<file path="src/rtl/core/rlte_pkg.sv">
// Types, constants and helper functions shared by the run-length text encoder.
`default_nettype none
package rlte_pkg;

  localparam int unsigned RunLenW    = 7;
  localparam int unsigned CntW       = 4;
  localparam int unsigned PosW       = 3;
  localparam int unsigned ThrW       = 4;
  localparam logic [CntW-1:0] EscLen     = 4'd4;
  localparam logic [CntW-1:0] MaxResults = 4'd8;
  localparam logic [ThrW-1:0] ThrMax     = 4'd9;
  localparam logic [ThrW-1:0] MinEscRst  = 4'd5;
  localparam logic [7:0]      EscByteRst = 8'd47;
  localparam logic [7:0]      DigitZero  = 8'h30;

  typedef enum logic [0:0] {
    CFG_MIN_ESC_RUN = 1'b0,
    CFG_ESC_BYTE    = 1'b1
  } cfg_idx_e;

  typedef enum logic [1:0] {
    ESC_POS_MARK = 2'd0,
    ESC_POS_TENS = 2'd1,
    ESC_POS_ONES = 2'd2,
    ESC_POS_CHAR = 2'd3
  } esc_pos_e;

  typedef struct packed {
    logic            esc;
    logic [7:0]      ch;
    logic [3:0]      tens;
    logic [3:0]      ones;
    logic [CntW-1:0] cnt;
  } seg_t;

  typedef struct packed {
    logic err;
    logic eom;
    seg_t a;
    seg_t b;
  } burst_t;

  function automatic logic char_ok(logic [7:0] c);
    logic ok;
    ok = 1'b1;
    if (c >= 8'd126) begin
      ok = 1'b0;
    end else if (c inside {[8'd33:8'd38], 8'd42, 8'd47, 8'd60, [8'd62:8'd64],
                           8'd92, 8'd94, 8'd95, 8'd124}) begin
      ok = 1'b0;
    end
    return ok;
  endfunction

  function automatic seg_t make_seg(logic [7:0] ch, logic [RunLenW-1:0] len, logic esc);
    seg_t s;
    logic [14:0] prod;
    logic [3:0] tens;
    logic [RunLenW-1:0] rem;
    prod   = 15'(len) * 15'd205;
    tens   = prod[14:11];
    rem    = len - (RunLenW'(tens) * 7'd10);
    s.esc  = esc;
    s.ch   = ch;
    s.tens = tens;
    s.ones = rem[3:0];
    s.cnt  = esc ? EscLen : len[CntW-1:0];
    return s;
  endfunction

endpackage
`default_nettype wire

</file>
<file path="src/rtl/core/run_length_text_encoder.sv">
// Top level of the run-length text encoder with escaped count form.
// The first result byte of an item appears in the cycle after the item is accepted.
// Items are taken at one item per cycle while each gives at most one result byte and the output
// is not stalled; an item with more result bytes holds the input until its last byte is taken.
// Reset clears the open run and the output valid flag and loads the register defaults.
`default_nettype none
module run_length_text_encoder #(
  parameter int unsigned MAX_RUN = 99
) (
  input  wire logic       clk_i,
  input  wire logic       rst_ni,
  input  wire logic       cfg_valid_i,
  output logic            cfg_ready_o,
  input  wire logic       cfg_index_i,
  input  wire logic [7:0] cfg_data_i,
  input  wire logic       s_axis_tvalid,
  output logic            s_axis_tready,
  input  wire logic [7:0] s_axis_tdata,  // char_in
  input  wire logic       s_axis_tlast,  // end_of_message
  output logic            m_axis_tvalid,
  input  wire logic       m_axis_tready,
  output logic [7:0]      m_axis_tdata,  // out_byte
  output logic [1:0]      m_axis_tuser,  // bad_input, is_last
  output logic            m_axis_tlast   // message_done
);
  import rlte_pkg::*;

  logic [ThrW-1:0]    min_esc_q;
  logic [7:0]         esc_byte_q;
  logic [7:0]         run_char_q, run_char_d;
  logic [RunLenW-1:0] run_len_q, run_len_d;
  logic [ThrW-1:0]    thr;
  logic [RunLenW-1:0] thr_w, new_len;
  logic [7:0]         new_char;
  logic [CntW-1:0]    tail;
  logic               accept, can_load, extend, esc_a, load;
  burst_t             burst;

  assign cfg_ready_o   = 1'b1;
  assign s_axis_tready = can_load;
  assign accept        = s_axis_tvalid & can_load;

  assign thr   = (min_esc_q > ThrMax) ? ThrMax : min_esc_q;
  assign thr_w = {3'd0, thr};
  assign tail  = (thr <= 4'd1) ? EscLen : 4'd1;

  always_comb begin
    extend     = (run_len_q != '0) && (s_axis_tdata == run_char_q) &&
                 (run_len_q < RunLenW'(MAX_RUN));
    new_char   = extend ? run_char_q : s_axis_tdata;
    new_len    = extend ? run_len_q + 7'd1 : 7'd1;
    esc_a      = (run_len_q >= thr_w) ||
                 (s_axis_tlast && (({1'b0, run_len_q} + {4'd0, tail}) > {4'd0, MaxResults}));
    burst.err  = 1'b0;
    burst.eom  = s_axis_tlast;
    burst.a    = make_seg(run_char_q, run_len_q, esc_a);
    burst.b    = make_seg(new_char, new_len, new_len >= thr_w);
    run_char_d = new_char;
    run_len_d  = new_len;
    if (extend || (run_len_q == '0)) begin
      burst.a.cnt = '0;
    end
    if (!s_axis_tlast) begin
      burst.b.cnt = '0;
    end else begin
      run_char_d = '0;
      run_len_d  = '0;
    end
    if (!char_ok(s_axis_tdata)) begin
      burst.err   = 1'b1;
      burst.a     = make_seg(8'd0, 7'd1, 1'b0);
      burst.b.cnt = '0;
      run_char_d  = '0;
      run_len_d   = '0;
    end
    load = accept && ((burst.a.cnt | burst.b.cnt) != '0);
  end

  always_ff @(posedge clk_i or negedge rst_ni) begin
    if (!rst_ni) begin
      run_char_q <= '0;
      run_len_q  <= '0;
      min_esc_q  <= MinEscRst;
      esc_byte_q <= EscByteRst;
    end else begin
      if (accept) begin
        run_char_q <= run_char_d;
        run_len_q  <= run_len_d;
      end
      if (cfg_valid_i) begin
        case (cfg_idx_e'(cfg_index_i))
          CFG_MIN_ESC_RUN: min_esc_q  <= cfg_data_i[ThrW-1:0];
          CFG_ESC_BYTE:    esc_byte_q <= cfg_data_i;
          default:         esc_byte_q <= esc_byte_q;
        endcase
      end
    end
  end

  rlte_serial u_serial (
    .clk_i         (clk_i),
    .rst_ni        (rst_ni),
    .load_i        (load),
    .burst_i       (burst),
    .esc_byte_i    (esc_byte_q),
    .can_load_o    (can_load),
    .m_axis_tvalid (m_axis_tvalid),
    .m_axis_tready (m_axis_tready),
    .m_axis_tdata  (m_axis_tdata),
    .m_axis_tuser  (m_axis_tuser),
    .m_axis_tlast  (m_axis_tlast)
  );

endmodule
`default_nettype wire

</file>
<file path="src/rtl/core/rlte_serial.sv">
// Result register and byte serializer that emits one encoded byte per cycle while the output is ready.
`default_nettype none
module rlte_serial (
  input  wire logic            clk_i,
  input  wire logic            rst_ni,
  input  wire logic            load_i,
  input  wire rlte_pkg::burst_t burst_i,
  input  wire logic [7:0]      esc_byte_i,
  output logic                 can_load_o,
  output logic                 m_axis_tvalid,
  input  wire logic            m_axis_tready,
  output logic [7:0]           m_axis_tdata,  // out_byte
  output logic [1:0]           m_axis_tuser,  // bad_input, is_last
  output logic                 m_axis_tlast   // message_done
);
  import rlte_pkg::*;

  burst_t         burst_q;
  logic           vld_q, vld_d;
  logic [PosW-1:0] pos_q, pos_d;
  logic [CntW-1:0] pos_w, total, idx;
  logic           last, fire, in_a;
  seg_t           seg;

  assign pos_w = {1'b0, pos_q};
  assign total = burst_q.a.cnt + burst_q.b.cnt;
  assign last  = (pos_w + 4'd1) == total;
  assign fire  = vld_q & m_axis_tready;
  assign in_a  = pos_w < burst_q.a.cnt;
  assign seg   = in_a ? burst_q.a : burst_q.b;
  assign idx   = in_a ? pos_w : pos_w - burst_q.a.cnt;

  always_comb begin
    m_axis_tdata = seg.ch;
    if (seg.esc) begin
      case (esc_pos_e'(idx[1:0]))
        ESC_POS_MARK: m_axis_tdata = esc_byte_i;
        ESC_POS_TENS: m_axis_tdata = DigitZero + {4'd0, seg.tens};
        ESC_POS_ONES: m_axis_tdata = DigitZero + {4'd0, seg.ones};
        ESC_POS_CHAR: m_axis_tdata = seg.ch;
        default:      m_axis_tdata = seg.ch;
      endcase
    end
  end

  assign m_axis_tvalid = vld_q;
  assign m_axis_tuser  = {burst_q.err, last};
  assign m_axis_tlast  = burst_q.eom & last;
  assign can_load_o    = ~vld_q | (fire & last);

  always_comb begin
    vld_d = vld_q;
    pos_d = pos_q;
    if (load_i) begin
      vld_d = 1'b1;
      pos_d = '0;
    end else if (fire) begin
      if (last) begin
        vld_d = 1'b0;
      end else begin
        pos_d = pos_q + 3'd1;
      end
    end
  end

  always_ff @(posedge clk_i or negedge rst_ni) begin
    if (!rst_ni) begin
      vld_q <= 1'b0;
      pos_q <= '0;
    end else begin
      vld_q <= vld_d;
      pos_q <= pos_d;
    end
  end

  always_ff @(posedge clk_i) begin
    if (load_i) begin
      burst_q <= burst_i;
    end
  end

endmodule
`default_nettype wire
</file>
<file path="config.mk">
export PLATFORM = sky130hd
export DESIGN_NAME = run_length_text_encoder
export DESIGN_NICKNAME = d
export VERILOG_FILES = /design/src/rtl/core/rlte_pkg.sv /design/src/rtl/core/run_length_text_encoder.sv /design/src/rtl/core/rlte_serial.sv
export SDC_FILE = /design/constraint.sdc
export NUM_CORES = 1
export LEC_CHECK = 0
export ABC_AREA = 1
export BUFFER_PORTS_ARGS = -buffer_cell sky130_fd_sc_hd__buf_2
export CORE_MARGIN = 2
export CORE_UTILIZATION = 35
export CTS_BUF_LIST = sky130_fd_sc_hd__clkbuf_8
export DETAILED_ROUTE_END_ITERATION = 16
export PLACE_DENSITY = 0.53
export RECOVER_POWER = 50
export SYNTH_ARGS = -nofsm -noshare
export SYNTH_HDL_FRONTEND = slang
export SYNTH_SLANG_ARGS = --single-unit
</file>
<file path="constraint.sdc">
create_clock -name clk_i -period 7.1 [get_ports clk_i]
set_input_delay 1.42 -clock clk_i [delete_from_list [all_inputs] [get_ports clk_i]]
set_output_delay 1.42 -clock clk_i [all_outputs]
set_load 0.02 [all_outputs]
</file>
==> metrics.cfg <==
[critical_path]
path_common_cell = nand2_1
slowest_delay_ps = 470
startpoint_type = input port
cp.arrival_ps = 6600
critical_path.max_fanout = 6
slowest_stage = fa_1
critPathCaptureType = flop
r2r_start = run_len_q[4]
worstPathRequired_ps = 7220
path_class = input port to flop
critPathLaunch = s_axis_tdata[0]

[sta]
relSlewSlack_pct = -23.35
worst_hold_slack_ps = 503.5
slew_violations = 32
fmax_mhz = 154.3
fin_crit_sh_pct = 91.27
tightest_slew_ps = 1850
hold_viol = 0
final-setup-viol-count = 0
worst_clock_skew_ps = 18.69
rsz0062_at_grt = false
tns_ps = 0
finalCriticalPeriod_ps = 6480

[floorplanning]
coreArea_um2 = 17840
die_y_um = 138.6
ioPinCount = 37
start_util_pct = 35.54
fp.dieArea_um2 = 19210
rows = 49
die_x_um = 138.6

[global_routing]
grt_usage_pct = 15.63
grt_max_degree = 34
overflow = 0
grt_pass1_wl_mm = 24.15
antenna_found_initial = 0
grt_pass1_vias = 4638

[power_and_ir_drop]
power_density_nw_per_um2 = 217.8
leakagePower_nw = 3.740
total_power_w = 0.001511
ir_drop_uv = 141.3

[routing]
vias = 4734
dr.pass1.iters = 4
postRouteAntennaNets = 0
drt_iter0_markers = 274
vias_per_cell = 4.739
drc = 0
routed_wl_mm = 14.31
wl_per_cell_um = 14.32

[clock_network]
clk_latency_ps = 360
cts_inserted_buffers = 9
cts_buffer_depth = 2
numClockSinks = 75
cts_resized = 0
postCtsSetupBuffers = 0
path_clk_slew_ps = 80
postCtsHoldBufs = 0
tritoncts = done
cts-root-buf = clkbuf_8
h-tree-depth = 3

[yosys]
yosys.cell_count.top_type = nand2_1
synth-async-reset-ratio_pct = 41.33
netlist_instances = 732
ys_ff_latch = 75
synthFlopType = edfxtp_1
synth.yosys.seq_area_share_pct = 33.21
synth_edf_count = 44
synth_top_area_cell = edfxtp_1
yosysTopAreaCellShare_pct = 20.84
synth.avg_cell_area_um2 = 8.661
yosys-top-cells-area = edfxtp_1 (21%), ha_1 (20%), dfrtp_1 (9.5%)
yosys_warnings = 0
synth_cell_type_count = 46
syn-num-nets = 874
ys_top_cells_by_count = nand2_1 (135), inv_1 (115), ha_1 (99), nor2_1 (53), nand3_1 (49)
synth_area_um2 = 6340

[placement]
dp_hpwl_mm = 11.36
io_buffers = 35
placed_area_um2 = 6761
gp_congestion = 0.8358

[status]
outcome = finished with violations
violations = capacitance limit, slew limit

[hold_path]
hp-start = esc_byte_q[3]
holdCritPathClass = flop to flop

[layout]
seq_area_um2 = 2106
postLayoutCellArea_um2 = 6939
final_nets = 907
antenna_cells = 0
area_growth_pct = 9.453
drive_above_1_share_pct = 10.65
n_fill_cell = 1826
multi_input_area_um2 = 3659

[flow_run]
drv_cap = 1

## flip-flops by register name, summed over array words and instances, names as in the netlist
signal	count
run_char_q	8
u_serial.pos_q	3
u_serial.burst_q	43
u_serial.m_axis_tuser	1
esc_byte_q	8
u_serial.m_axis_tvalid	1
min_esc_q	4
run_len_q	7
## final timing paths
| kind | slack, ps | depth (start not counted) | end |
|---|---|---|---|
| max | 620 | 29 | u_serial.burst_q[7] |
| min | 500 | 2 | esc_byte_q[3] |
| min in group asynchronous | 1550 | 1 | esc_byte_q[6] |
| min reg2reg | 500 | 2 | esc_byte_q[3] |
| max in group asynchronous | 4480 | 1 | run_char_q[1] |
| max reg2reg | 770 | 29 | u_serial.burst_q[7] |
## area by class of cell
| class | count | area share (%) |
|---|---|---|
| inverters | 122 | 6.599 |
| multi-input cells | 512 | 52.72 |
| clock inverters | 7 | 0.9737 |
| flip-flops and latches | 75 | 30.35 |
| well taps | 229 | 4.129 |
| repair buffers | 45 | 3.444 |
| clock buffers | 9 | 1.785 |
## worst max-delay path: cells and delay by family
family	cells	cell delay (ps)
fa+ha+maj	7	2480
buf+inv	6	590
simple gates	13	1370
compound gates	2	540
xor+xnor	1	210
## power breakdown
part	total (W)	switching, W	leakage [nW]	internal, W
combinational	0.000583	0.000376	2.85	0.000207
sequential	0.000596	0.0000434	0.792	0.000553
clock	0.000332	0.000171	0.0968	0.000161
## through the flow
step	std cells	util (%)	setup slack, ps
after CTS	999	38.97	621.9
after global routing	999	38.89	60.18
after detailed placement	983	37.90	259.7
final	999	38.89	620.0
after floorplan	732	-	618.9
after global placement	983	37.90	396.9
## cells in the final DEF (no fill, tap or decap), drive strengths merged, types with 7 or more instances in the layout
cell	synthesis	final
dfrtp	24	24
nand3	49	49
a21oi	30	30
inv	122	124
xnor2	7	7
dfstp	7	7
ha	99	99
edfxtp	44	44
buf	10	38
o21ai	36	36
fa	20	20
nor2	57	57
clkbuf	12	16
mux2i	11	11
xor2	14	14
nand2	138	138
nand4	7	7
## kinds of logic (layout without fill, tap and decap cells)
logic type / Yosys count / in the layout / share of synthesized area (%)
buffers and inverters: 145 / 183 / 9.039
adder cells (fa/ha/maj): 119 / 119 / 25.85
other: 1 / 1 / 0.05915
AND/OR/NAND/NOR: 265 / 265 / 17.86
flip-flops: 75 / 75 / 33.22
AO/OA/AOI/OAI: 90 / 90 / 8.447
multiplexers: 16 / 16 / 2.625
XOR/XNOR: 21 / 21 / 2.901
## metal layers
| layer | global-route usage [%] | share of wire (%) | vias to the layer above |
|---|---|---|---|
| li1 | - | - | 2468 |
| met1 | 22.95 | 52 | 2194 |
| met2 | 24.05 | 44 | 60 |
| met3 | 2.452 | 2.8 | 12 |
| met4 | 4.189 | 1.5 | 0 |
| met5 | 0 | 0 | - |
Power figures use the tool's default switching activity.
